--- src/rtl/assert_macros.svh ---
// Assertion helpers used by the sensor_tick_conditioner module.
// Each macro expects signals named clk and rst_n in the enclosing scope.
`ifndef ASSERT_MACROS_SVH
`define ASSERT_MACROS_SVH

// Check a property on every clock edge outside reset.
`define STC_ASSERT(lbl, prop, msg) \
    lbl: assert property (@(posedge clk) disable iff (!rst_n) (prop)) else $error(msg);

// Check that a condition in one cycle implies another in the next cycle.
`define STC_ASSERT_NEXT(lbl, ante, cons, msg) \
    lbl: assert property (@(posedge clk) disable iff (!rst_n) (ante) |=> (cons)) \
        else $error(msg);

`endif

--- src/rtl/stc_pkg.sv ---
`timescale 1ns / 1ps
package stc_pkg;

    // Field widths
    localparam int TS_W     = 32;
    localparam int LUX_W    = 24;
    localparam int TEMP_W   = 16;
    localparam int HUM_W    = 15;
    localparam int WEIGHT_W = 20;
    localparam int ALPHA_W  = 16;
    localparam int WIN_W    = 16;
    localparam int RUN_W    = 4;
    localparam int SMOOTH_W = 40;
    localparam int FRAC_W   = 16;

    // Stream word widths
    localparam int IN_BITS  = TS_W + LUX_W + 3 * TEMP_W + HUM_W + 1 + WEIGHT_W + 1;
    localparam int IN_W     = ((IN_BITS + 7) / 8) * 8;
    localparam int OUT_BITS = LUX_W + TEMP_W + HUM_W + 3 + TS_W;
    localparam int OUT_W    = ((OUT_BITS + 7) / 8) * 8;

    // Configuration port
    localparam int CFG_IDX_W  = 3;
    localparam int CFG_DATA_W = 32;

    localparam logic [CFG_IDX_W-1:0] REG_LUX_ALPHA     = 3'd0;
    localparam logic [CFG_IDX_W-1:0] REG_LUX_HYST      = 3'd1;
    localparam logic [CFG_IDX_W-1:0] REG_ROOM_NEEDED   = 3'd2;
    localparam logic [CFG_IDX_W-1:0] REG_ROOM_HOLD     = 3'd3;
    localparam logic [CFG_IDX_W-1:0] REG_BED_THRESHOLD = 3'd4;
    localparam logic [CFG_IDX_W-1:0] REG_BED_SETTLE    = 3'd5;
    localparam logic [CFG_IDX_W-1:0] REG_TAP_WINDOW    = 3'd6;

    // Register reset values
    localparam logic [ALPHA_W-1:0]  RST_LUX_ALPHA     = 16'd3277;
    localparam logic [LUX_W-1:0]    RST_LUX_HYST      = 24'd256;
    localparam logic [RUN_W-1:0]    RST_ROOM_NEEDED   = 4'd3;
    localparam logic [TS_W-1:0]     RST_ROOM_HOLD     = 32'd30000;
    localparam logic [WEIGHT_W-1:0] RST_BED_THRESHOLD = 20'd15000;
    localparam logic [TS_W-1:0]     RST_BED_SETTLE    = 32'd5000;
    localparam logic [WIN_W-1:0]    RST_TAP_WINDOW    = 16'd300;

    // Tick schedule
    localparam int LUX_EVERY  = 10;
    localparam int TEMP_EVERY = 100;
    localparam int BED_EVERY  = 5;
    localparam int PHASE_MOD  = 100;
    localparam int PHASE_W    = $clog2(PHASE_MOD);
    localparam logic [PHASE_W-1:0] PHASE_LAST = PHASE_W'(PHASE_MOD - 1);
    localparam logic [RUN_W-1:0]   RUN_MAX    = 4'd15;

    // Mark the phases on which a filter with the given spacing runs
    function automatic logic [PHASE_MOD-1:0] phase_hits(input int every);
        logic [PHASE_MOD-1:0] m;
        int k;
        m = '0;
        k = 0;
        for (int i = 0; i < PHASE_MOD; i++) begin
            m[i] = (k == 0);
            k = (k == every - 1) ? 0 : k + 1;
        end
        return m;
    endfunction

    localparam logic [PHASE_MOD-1:0] LUX_HITS  = phase_hits(LUX_EVERY);
    localparam logic [PHASE_MOD-1:0] TEMP_HITS = phase_hits(TEMP_EVERY);
    localparam logic [PHASE_MOD-1:0] BED_HITS  = phase_hits(BED_EVERY);

    // Control from the pipeline to the lux filter
    typedef struct packed {
        logic mul_en;   // load products for the word in the input stage
        logic upd_en;   // commit the smoothed value for the word in the middle stage
    } lux_ctrl_t;

endpackage

--- src/rtl/stc_lux_filter.sv ---
`timescale 1ns / 1ps
module stc_lux_filter (
    input  logic                       clk,
    input  logic                       rst_n,
    input  stc_pkg::lux_ctrl_t         ctrl,
    input  logic [stc_pkg::LUX_W-1:0]  raw_lux,
    input  logic [stc_pkg::ALPHA_W-1:0] alpha,
    input  logic [stc_pkg::LUX_W-1:0]  hysteresis,
    output logic [stc_pkg::LUX_W-1:0]  lux_value
);
    import stc_pkg::*;

    localparam int DIFF_W = SMOOTH_W + 1;
    localparam int LO_W   = 24;
    localparam int HI_W   = DIFF_W - LO_W;
    localparam int PH_W   = 2 * HI_W;
    localparam int PL_W   = LO_W + ALPHA_W;
    localparam int SUM_W  = PH_W + (LO_W - FRAC_W);

    logic [SMOOTH_W-1:0]      smooth_reg;
    logic [LUX_W-1:0]         shown_reg;
    logic signed [PH_W-1:0]   ph_reg;
    logic [PL_W-1:0]          pl_reg;

    logic signed [DIFF_W-1:0] step;
    logic signed [HI_W-1:0]   step_hi;
    logic [LO_W-1:0]          step_lo;
    logic signed [HI_W-1:0]   alpha_s;
    logic signed [PH_W-1:0]   ph_next;
    logic [PL_W-1:0]          pl_next;
    logic [SUM_W-1:0]         sum;
    logic [SMOOTH_W-1:0]      smooth_next;
    logic [DIFF_W-1:0]        gap;
    logic [SMOOTH_W-1:0]      gap_mag;
    logic                     moved;
    logic [LUX_W-1:0]         shown_next;

    // Split the step toward the new sample into two narrow products:
    // new = smooth + floor((sample - smooth) * alpha / 2^16)
    always_comb
    begin
        step    = $signed({1'b0, raw_lux, {FRAC_W{1'b0}}}) - $signed({1'b0, smooth_reg});
        step_hi = step[DIFF_W-1:LO_W];
        step_lo = step[LO_W-1:0];
        alpha_s = $signed({1'b0, alpha});
        ph_next = step_hi * alpha_s;
        pl_next = step_lo * alpha;
    end

    always_ff @(posedge clk)
    begin
        if (ctrl.mul_en)
        begin
            ph_reg <= ph_next;
            pl_reg <= pl_next;
        end
    end

    // Recombine the products and apply the hysteresis
    always_comb
    begin
        sum = SUM_W'(smooth_reg)
            + SUM_W'({ph_reg, {(LO_W - FRAC_W){1'b0}}})
            + SUM_W'(pl_reg[PL_W-1:FRAC_W]);
        smooth_next = sum[SMOOTH_W-1:0];
        gap         = {1'b0, smooth_next} - {1'b0, shown_reg, {FRAC_W{1'b0}}};
        gap_mag     = gap[DIFF_W-1] ? SMOOTH_W'(-gap) : gap[SMOOTH_W-1:0];
        moved       = gap_mag >= {hysteresis, {FRAC_W{1'b0}}};
        shown_next  = moved ? smooth_next[SMOOTH_W-1:FRAC_W] : shown_reg;
        lux_value   = ctrl.upd_en ? shown_next : shown_reg;
    end

    always_ff @(posedge clk or negedge rst_n)
    begin
        if (!rst_n)
        begin
            smooth_reg <= '0;
            shown_reg  <= '0;
        end
        else if (ctrl.upd_en)
        begin
            smooth_reg <= smooth_next;
            shown_reg  <= shown_next;
        end
    end

endmodule

--- src/rtl/sensor_tick_conditioner.sv ---
`timescale 1ns / 1ps
// Channel   Direction  Word
// s_axis    in         one 100 ms sensor tick (timestamp, lux, temps, humidity, flags)
// m_axis    out        one conditioned snapshot per tick
// cfg       in         register write: cfg_index selects, cfg_data carries the value
//
// Three register stages: input, middle (products and all non-lux state), output.
// One tick is accepted per cycle unless m_axis stalls. The lux multiply spans input
// and middle stages; two lux ticks in a row would hold the input stage until the first
// leaves the middle stage, which cannot happen with lux updates on every tenth tick.
// rst_n clears all state and loads register defaults; payload registers are not reset.
// A stalled m_axis holds its word while earlier stages keep filling.
module sensor_tick_conditioner (
    input  logic                            clk,
    input  logic                            rst_n,
    input  logic                            s_axis_tvalid,
    output logic                            s_axis_tready,
    // timestamp_ms, raw_lux, temp_sample_a, temp_sample_b, temp_sample_c,
    // humidity_raw, presence_raw, weight_grams, tap_level, zero fill
    input  logic [stc_pkg::IN_W-1:0]        s_axis_tdata,
    output logic                            m_axis_tvalid,
    input  logic                            m_axis_tready,
    // lux_reported, temperature_median, humidity_latched, room_present,
    // bed_present, double_tapped, updated_ms, zero fill
    output logic [stc_pkg::OUT_W-1:0]       m_axis_tdata,
    input  logic                            cfg_valid,
    output logic                            cfg_ready,
    input  logic [stc_pkg::CFG_IDX_W-1:0]   cfg_index,
    input  logic [stc_pkg::CFG_DATA_W-1:0]  cfg_data
);
    import stc_pkg::*;
    `include "assert_macros.svh"

    // Configuration registers
    logic [ALPHA_W-1:0]  lux_alpha_reg;
    logic [LUX_W-1:0]    lux_hyst_reg;
    logic [RUN_W-1:0]    room_needed_reg;
    logic [TS_W-1:0]     room_hold_reg;
    logic [WEIGHT_W-1:0] bed_threshold_reg;
    logic [TS_W-1:0]     bed_settle_reg;
    logic [WIN_W-1:0]    tap_window_reg;

    // Input stage
    logic                       s0_valid_reg;
    logic [TS_W-1:0]            s0_ts_reg;
    logic [LUX_W-1:0]           s0_lux_reg;
    logic signed [TEMP_W-1:0]   s0_ta_reg;
    logic signed [TEMP_W-1:0]   s0_tb_reg;
    logic signed [TEMP_W-1:0]   s0_tc_reg;
    logic [HUM_W-1:0]           s0_hum_reg;
    logic                       s0_pres_reg;
    logic [WEIGHT_W-1:0]        s0_weight_reg;
    logic                       s0_tap_reg;

    // Running state
    logic [PHASE_W-1:0] phase_reg;
    logic [TEMP_W-1:0]  temp_held_reg;
    logic [HUM_W-1:0]   hum_held_reg;
    logic               room_state_reg;
    logic [RUN_W-1:0]   room_run_reg;
    logic [TS_W-1:0]    room_seen_reg;
    logic               bed_state_reg;
    logic               bed_cand_reg;
    logic [TS_W-1:0]    bed_since_reg;
    logic               tap_pending_reg;
    logic [TS_W-1:0]    tap_last_reg;
    logic               tap_prev_reg;

    // Middle stage
    logic               s1_valid_reg;
    logic               s1_lux_reg;
    logic [TEMP_W-1:0]  s1_temp_reg;
    logic [HUM_W-1:0]   s1_hum_reg;
    logic               s1_room_reg;
    logic               s1_bed_reg;
    logic               s1_pulse_reg;
    logic [TS_W-1:0]    s1_ts_reg;

    // Output stage
    logic               out_valid_reg;
    logic [LUX_W-1:0]   out_lux_reg;
    logic [TEMP_W-1:0]  out_temp_reg;
    logic [HUM_W-1:0]   out_hum_reg;
    logic               out_room_reg;
    logic               out_bed_reg;
    logic               out_pulse_reg;
    logic [TS_W-1:0]    out_ts_reg;

    // Next values
    logic [PHASE_W-1:0] phase_next;
    logic [TEMP_W-1:0]  temp_held_next;
    logic [HUM_W-1:0]   hum_held_next;
    logic               room_state_next;
    logic [RUN_W-1:0]   room_run_next;
    logic [TS_W-1:0]    room_seen_next;
    logic               bed_state_next;
    logic               bed_cand_next;
    logic [TS_W-1:0]    bed_since_next;
    logic               tap_pending_next;
    logic [TS_W-1:0]    tap_last_next;
    logic               pulse_next;

    // Pipeline control
    logic       out_open;
    logic       s1_adv;
    logic       s1_free;
    logic       hazard;
    logic       s0_go;
    logic       lux_tick;
    logic       temp_tick;
    logic       bed_tick;
    lux_ctrl_t  lux_ctrl;
    logic [LUX_W-1:0] lux_value;

    // Scratch for the per-tick logic
    logic [RUN_W-1:0]          run_inc;
    logic                      cand;
    logic                      fall;
    logic [TS_W-1:0]           tap_dt;
    logic                      in_window;
    logic signed [TEMP_W-1:0]  t_lo;
    logic signed [TEMP_W-1:0]  t_hi;
    logic signed [TEMP_W-1:0]  t_mid;

    // Accept register writes
    assign cfg_ready = 1'b1;

    always_ff @(posedge clk or negedge rst_n)
    begin
        if (!rst_n)
        begin
            lux_alpha_reg     <= RST_LUX_ALPHA;
            lux_hyst_reg      <= RST_LUX_HYST;
            room_needed_reg   <= RST_ROOM_NEEDED;
            room_hold_reg     <= RST_ROOM_HOLD;
            bed_threshold_reg <= RST_BED_THRESHOLD;
            bed_settle_reg    <= RST_BED_SETTLE;
            tap_window_reg    <= RST_TAP_WINDOW;
        end
        else if (cfg_valid)
        begin
            unique case (cfg_index)
                REG_LUX_ALPHA:     lux_alpha_reg     <= cfg_data[ALPHA_W-1:0];
                REG_LUX_HYST:      lux_hyst_reg      <= cfg_data[LUX_W-1:0];
                REG_ROOM_NEEDED:   room_needed_reg   <= cfg_data[RUN_W-1:0];
                REG_ROOM_HOLD:     room_hold_reg     <= cfg_data[TS_W-1:0];
                REG_BED_THRESHOLD: bed_threshold_reg <= cfg_data[WEIGHT_W-1:0];
                REG_BED_SETTLE:    bed_settle_reg    <= cfg_data[TS_W-1:0];
                REG_TAP_WINDOW:    tap_window_reg    <= cfg_data[WIN_W-1:0];
                default:           ;
            endcase
        end
    end

    // Handshake chain, back to front
    always_comb
    begin
        lux_tick  = LUX_HITS[phase_reg];
        temp_tick = TEMP_HITS[phase_reg];
        bed_tick  = BED_HITS[phase_reg];
        out_open  = !out_valid_reg || m_axis_tready;
        s1_adv    = s1_valid_reg && out_open;
        s1_free   = !s1_valid_reg || s1_adv;
        hazard    = s1_valid_reg && s1_lux_reg && lux_tick;
        s0_go     = s0_valid_reg && s1_free && !hazard;
        s_axis_tready   = !s0_valid_reg || s0_go;
        lux_ctrl.mul_en = s0_go && lux_tick;
        lux_ctrl.upd_en = s1_adv && s1_lux_reg;
    end

    // Capture incoming words
    always_ff @(posedge clk or negedge rst_n)
    begin
        if (!rst_n)
            s0_valid_reg <= 1'b0;
        else if (s_axis_tready)
            s0_valid_reg <= s_axis_tvalid;
    end

    always_ff @(posedge clk)
    begin
        if (s_axis_tready && s_axis_tvalid)
        begin
            s0_ts_reg     <= s_axis_tdata[31:0];
            s0_lux_reg    <= s_axis_tdata[55:32];
            s0_ta_reg     <= s_axis_tdata[71:56];
            s0_tb_reg     <= s_axis_tdata[87:72];
            s0_tc_reg     <= s_axis_tdata[103:88];
            s0_hum_reg    <= s_axis_tdata[118:104];
            s0_pres_reg   <= s_axis_tdata[119];
            s0_weight_reg <= s_axis_tdata[139:120];
            s0_tap_reg    <= s_axis_tdata[140];
        end
    end

    // Per-tick state update for everything but lux
    always_comb
    begin
        phase_next = (phase_reg == PHASE_LAST) ? '0 : phase_reg + 1'b1;

        // median of three
        t_lo  = (s0_ta_reg < s0_tb_reg) ? s0_ta_reg : s0_tb_reg;
        t_hi  = (s0_ta_reg < s0_tb_reg) ? s0_tb_reg : s0_ta_reg;
        priority if (s0_tc_reg <= t_lo)
            t_mid = t_lo;
        else if (s0_tc_reg >= t_hi)
            t_mid = t_hi;
        else
            t_mid = s0_tc_reg;
        temp_held_next = temp_tick ? t_mid : temp_held_reg;
        hum_held_next  = temp_tick ? s0_hum_reg : hum_held_reg;

        // room presence: count asserts, release after the hold time
        run_inc = (room_run_reg == RUN_MAX) ? room_run_reg : room_run_reg + 1'b1;
        if (s0_pres_reg)
        begin
            room_run_next   = run_inc;
            room_state_next = (run_inc >= room_needed_reg) ? 1'b1 : room_state_reg;
            room_seen_next  = s0_ts_reg;
        end
        else
        begin
            room_run_next   = '0;
            room_state_next = (room_state_reg
                               && (s0_ts_reg - room_seen_reg) >= room_hold_reg)
                              ? 1'b0 : room_state_reg;
            room_seen_next  = room_seen_reg;
        end

        // bed presence: follow the candidate once it has settled
        cand           = s0_weight_reg >= bed_threshold_reg;
        bed_cand_next  = bed_cand_reg;
        bed_since_next = bed_since_reg;
        bed_state_next = bed_state_reg;
        if (bed_tick)
        begin
            if (cand != bed_cand_reg)
            begin
                bed_cand_next  = cand;
                bed_since_next = s0_ts_reg;
            end
            else if ((s0_ts_reg - bed_since_reg) >= bed_settle_reg)
            begin
                bed_state_next = bed_cand_reg;
            end
        end

        // double tap: a second falling edge within the window of the first
        fall      = tap_prev_reg && !s0_tap_reg;
        tap_dt    = s0_ts_reg - tap_last_reg;
        in_window = tap_dt <= TS_W'(tap_window_reg);
        tap_pending_next = tap_pending_reg;
        tap_last_next    = tap_last_reg;
        pulse_next       = 1'b0;
        if (!fall)
        begin
            if (tap_pending_reg && !in_window)
                tap_pending_next = 1'b0;
        end
        else if (tap_pending_reg && in_window)
        begin
            tap_pending_next = 1'b0;
            tap_last_next    = s0_ts_reg;
            pulse_next       = 1'b1;
        end
        else
        begin
            tap_pending_next = 1'b1;
            tap_last_next    = s0_ts_reg;
        end
    end

    // Commit state as a word leaves the input stage
    always_ff @(posedge clk or negedge rst_n)
    begin
        if (!rst_n)
        begin
            phase_reg       <= '0;
            temp_held_reg   <= '0;
            hum_held_reg    <= '0;
            room_state_reg  <= 1'b0;
            room_run_reg    <= '0;
            room_seen_reg   <= '0;
            bed_state_reg   <= 1'b0;
            bed_cand_reg    <= 1'b0;
            bed_since_reg   <= '0;
            tap_pending_reg <= 1'b0;
            tap_last_reg    <= '0;
            tap_prev_reg    <= 1'b1;
        end
        else if (s0_go)
        begin
            phase_reg       <= phase_next;
            temp_held_reg   <= temp_held_next;
            hum_held_reg    <= hum_held_next;
            room_state_reg  <= room_state_next;
            room_run_reg    <= room_run_next;
            room_seen_reg   <= room_seen_next;
            bed_state_reg   <= bed_state_next;
            bed_cand_reg    <= bed_cand_next;
            bed_since_reg   <= bed_since_next;
            tap_pending_reg <= tap_pending_next;
            tap_last_reg    <= tap_last_next;
            tap_prev_reg    <= s0_tap_reg;
        end
    end

    // Middle stage
    always_ff @(posedge clk or negedge rst_n)
    begin
        if (!rst_n)
        begin
            s1_valid_reg <= 1'b0;
            s1_lux_reg   <= 1'b0;
        end
        else if (s1_free)
        begin
            s1_valid_reg <= s0_go;
            s1_lux_reg   <= s0_go && lux_tick;
        end
    end

    always_ff @(posedge clk)
    begin
        if (s0_go)
        begin
            s1_temp_reg  <= temp_held_next;
            s1_hum_reg   <= hum_held_next;
            s1_room_reg  <= room_state_next;
            s1_bed_reg   <= bed_state_next;
            s1_pulse_reg <= pulse_next;
            s1_ts_reg    <= s0_ts_reg;
        end
    end

    stc_lux_filter u_lux (
        .clk        (clk),
        .rst_n      (rst_n),
        .ctrl       (lux_ctrl),
        .raw_lux    (s0_lux_reg),
        .alpha      (lux_alpha_reg),
        .hysteresis (lux_hyst_reg),
        .lux_value  (lux_value)
    );

    // Output stage
    always_ff @(posedge clk or negedge rst_n)
    begin
        if (!rst_n)
            out_valid_reg <= 1'b0;
        else if (out_open)
            out_valid_reg <= s1_valid_reg;
    end

    always_ff @(posedge clk)
    begin
        if (s1_adv)
        begin
            out_lux_reg   <= lux_value;
            out_temp_reg  <= s1_temp_reg;
            out_hum_reg   <= s1_hum_reg;
            out_room_reg  <= s1_room_reg;
            out_bed_reg   <= s1_bed_reg;
            out_pulse_reg <= s1_pulse_reg;
            out_ts_reg    <= s1_ts_reg;
        end
    end

    assign m_axis_tvalid = out_valid_reg;
    assign m_axis_tdata  = {{(OUT_W - OUT_BITS){1'b0}}, out_ts_reg, out_pulse_reg,
                            out_bed_reg, out_room_reg, out_hum_reg, out_temp_reg,
                            out_lux_reg};

    `STC_ASSERT(a_phase_range, phase_reg <= PHASE_LAST, "tick phase out of range")
    `STC_ASSERT(a_lux_no_overlap, !(lux_ctrl.mul_en && s1_valid_reg && s1_lux_reg),
        "lux product taken while previous lux update pending")
    `STC_ASSERT_NEXT(a_pulse_clears, s0_go && pulse_next, !tap_pending_reg,
        "tap still pending after a double tap")
    `STC_ASSERT_NEXT(a_room_seen, s0_go && s0_pres_reg,
        room_seen_reg == $past(s0_ts_reg) && room_state_reg == $past(room_state_next),
        "room presence not stamped with tick time")

endmodule

--- config.mk ---
export PLATFORM = sky130hd
export DESIGN_NAME = sensor_tick_conditioner
export DESIGN_NICKNAME = d
export VERILOG_FILES = /design/src/rtl/stc_pkg.sv /design/src/rtl/stc_lux_filter.sv /design/src/rtl/sensor_tick_conditioner.sv
export VERILOG_INCLUDE_DIRS = /design/src /design/src/rtl
export SDC_FILE = /design/constraint.sdc
export NUM_CORES = 2
export LEC_CHECK = 0
export BUFFER_PORTS_ARGS = -buffer_cell sky130_fd_sc_hd__buf_2
export CAP_MARGIN = 20
export CELL_PAD_IN_SITES_DETAIL_PLACEMENT = 1
export CELL_PAD_IN_SITES_GLOBAL_PLACEMENT = 2
export CORE_ASPECT_RATIO = 1.25
export CORE_UTILIZATION = 38
export DETAILED_ROUTE_END_ITERATION = 8
export HOLD_SLACK_MARGIN = 0.02
export PLACE_DENSITY = 0.86
export SLEW_MARGIN = 5
export SYNTH_ARGS = -nofsm -noshare
export SYNTH_HDL_FRONTEND = slang
export SYNTH_SLANG_ARGS = --single-unit
--- constraint.sdc ---
create_clock -name clk -period 8.59 [get_ports clk]
set_clock_uncertainty 0.2 [all_clocks]
set_input_delay 1.2885 -clock clk [delete_from_list [all_inputs] [get_ports clk]]
set_output_delay 1.2885 -clock clk [all_outputs]
set_load 0.01 [all_outputs]
==> results.json <==
{
  "reg2reg_depth": 36,
  "critPathKind": "reg2reg",
  "largest_register_ffs": 40,
  "clk_path_buf_depth": 3,
  "core-area_um2": 162300,
  "grt_pass1_wl_um": 297500,
  "cts.clk_slew.worst_paths_ps": 70,
  "finalSetupViolCount": 32,
  "viasPerCell": 5.208,
  "synth_cell_types": 88,
  "synth_area_um2": 62280,
  "place_hpwl_um": 151200,
  "die_w_um": 364.1,
  "post-route-period-util": 1.036,
  "synth_area_leaders": "fa_1 (19%), edfxtp_1 (17%), dfrtp_1 (13%)",
  "finalMaxSlewViolations": 0,
  "drt_iter0_drc": 2018,
  "drc": 0,
  "ys_warn_count": 0,
  "maxCapViolCount": 0,
  "min_path_type": "reg2reg",
  "clk_latency_ps": 690,
  "yosysTopAreaCell": "fa_1",
  "path_max_fanout": 5,
  "yosys.area.top_type_share": 0.1906,
  "avgSynthCellArea_um2": 10.06,
  "worst_pin_slew_ps": 1089,
  "hold_viol_final": 0,
  "regArea_um2": 19530,
  "rows": 165,
  "overflow": 0,
  "dp.cells": 8890,
  "fin_crit_ps": 8900,
  "gp_congestion": 0.8904,
  "worstSetupStartpoint": "u_lux.smooth_reg[2]",
  "worstReg2RegEnd": "u_lux.ph_reg[31]",
  "rr_startpoint": "u_lux.smooth_reg[2]",
  "grt_max_degree": 142,
  "layout_setup_ws_ps": -309.9,
  "rsz0062_at_grt": "true",
  "grt_use_total": 0.2318,
  "drt-wirelength-per-cell_um": 20.93,
  "area_delta_synth_final_pct": 18.40,
  "fin_nets": 8209,
  "ys_seq_elements": 708,
  "cp_data_arrival_time_ps": 9120,
  "cpPeakStageDelay_ps": 560,
  "finalNonFillerCells": 9095,
  "cts_sinks": 708,
  "crit_path_start_kind": "register",
  "routed_wirelength_um": 190300,
  "synth-main-ff-cell": "edfxtp_1",
  "hold_buffers": 0,
  "io_buffers": 272,
  "fmax_mhz": 112.4,
  "cts_buffers": 74,
  "end_kind": "register",
  "drive_above_1_share": 0.2031,
  "pin_count": 283,
  "htree_levels": 3,
  "crit_slowest_cell": "fa_1",
  "maxSlewHeadroom": 0.2677,
  "cp-endpoint": "u_lux.ph_reg[31]",
  "n_fill_cell": 18250,
  "grt_pass1_vias": 53560,
  "antenna_found_initial": 12,
  "multi_input_area_um2": 39470,
  "syn_inst": 6190,
  "cp_data_required_time_ps": 8810,
  "worst-r2r-setup-slack_ps": -310,
  "synthArstFlopShare": 0.5014,
  "yosysSeqAreaShare": 0.3135,
  "first_pass_iters": 5,
  "postRouteAntennaNets": 0,
  "vias": 47370,
  "dieArea_um2": 165500,
  "violations": "negative setup slack",
  "start_util": 0.3838,
  "cts_tree": "yes",
  "die_h_um": 454.6,
  "synth_edf_count": 353,
  "clock-root-buffer": "clkbuf_16",
  "status": "finished, violations left"
}
through the flow:
| stage | setup slack (ps) | TNS [ps] | hold WS (ps) | cell area [um2] | utilization |
|---|---|---|---|---|---|
| 2_1_floorplan | -9.610 | -9.610 | 200.3 | 62370 | - |
| 3_3_place_gp | -718.1 | -30280 | 200.7 | 69340 | 0.4273 |
| 3_5_place_dp | -942.2 | -47830 | 205.2 | 69340 | 0.4273 |
| 4_1_cts | -322.5 | -6600 | 214.6 | 72990 | 0.4498 |
| 5_1_grt | -692.6 | -28480 | 218.3 | 73740 | 0.4544 |
| 6_report | -309.9 | -4102 | 215.4 | 73740 | 0.4544 |
worst min path at each step:
stage,startpoint,to,slack [ps],depth (start not counted)
final,s1_ts_reg[20],out_ts_reg[20],220,0
after global routing,s1_ts_reg[30],out_ts_reg[30],220,0
after CTS,s1_ts_reg[20],out_ts_reg[20],210,0
after detailed placement,s1_hum_reg[12],out_hum_reg[12],210,0
after global placement,s1_ts_reg[17],out_ts_reg[17],200,0
after floorplan,s1_bed_reg,out_bed_reg,200,0
area by class of cell:
cell class                 instances  share of cell area
antenna                            5           0.0001697
clock inverter                    39            0.006940
timing repair buffer             808             0.07752
multi-input combinational       4283              0.5352
tap                             2171             0.03684
clock buffer                      99             0.02845
sequential                       708              0.2648
inverter                         982             0.05009
cell families (layout without fill, tap and decap cells):
group / count (synthesis) / count (layout) / share of synthesized area
muxes: 257 / 257 / 0.04584
AOI/OAI and AO/OA: 993 / 993 / 0.1029
buffers and inverters: 1204 / 1928 / 0.07332
other: 2 / 12 / 0.0001206
and+or+nand+nor: 1614 / 1614 / 0.1238
xor gates and xnor gates: 244 / 244 / 0.03431
DFF: 708 / 708 / 0.3135
adders and majority gates: 1168 / 1168 / 0.3061
worst max-delay path, delay by kind of cell (launching register included):
kind	cells	cell delay (ps)
AND/OR/NAND/NOR	5	950
adder cells (fa/ha/maj)	7	3370
XOR/XNOR	2	280
AO/OA/AOI/OAI	12	2280
buffers and inverters	10	1220
flip-flops	1	370
timing repair:
action / 4_1_cts / 5_1_grt
resized for setup: 143 / 135
pin swaps: 103 / 106
cloned: 2 / 0
setup buffers: 43 / 25
endpoints found under the setup margin: 70 / 74
metal layers:
metal / vias to the layer above / part of all wire / track usage
li1: 21830 / - / -
met1: 24330 / 0.40 / 0.2669
met2: 849 / 0.53 / 0.4354
met3: 366 / 0.028 / 0.02155
met4: 0 / 0.042 / 0.09500
met5: - / 0 / 0
placed cells by master, fill, tap and decap left out, types with 232 or more instances in the layout:
master	netlist	layout
and2_1	235	232
o21ai_0	262	235
nand2_1	695	680
inv_1	981	967
nor2_1	265	256
ha_1	575	563
buf_4	11	494
dfrtp_1	321	321
buf_2	4	271
fa_1	593	589
edfxtp_1	353	353
Yosys cell counts, types with 22 or more instances:
master / n
o22ai_1: 25
nor2b_1: 50
nand4_1: 45
edfxtp_1: 353
dfstp_2: 34
nor3_1: 68
o21a_1: 48
o21ai_0: 262
a21o_1: 143
clkbuf_1: 196
nand2_1: 695
o31ai_1: 38
ha_1: 575
a21oi_1: 223
nand2b_1: 59
mux2i_1: 31
dfrtp_1: 321
a31oi_1: 26
a211oi_1: 39
and2_1: 235
nand3_1: 65
fa_1: 593
xnor2_1: 172
nor2_1: 265
o21bai_1: 27
mux2_2: 226
xor2_1: 72
inv_1: 981
o211ai_1: 22
Power is not shown: default switching activity piles up to over one toggle a cycle in this logic, so the estimate is an artifact.
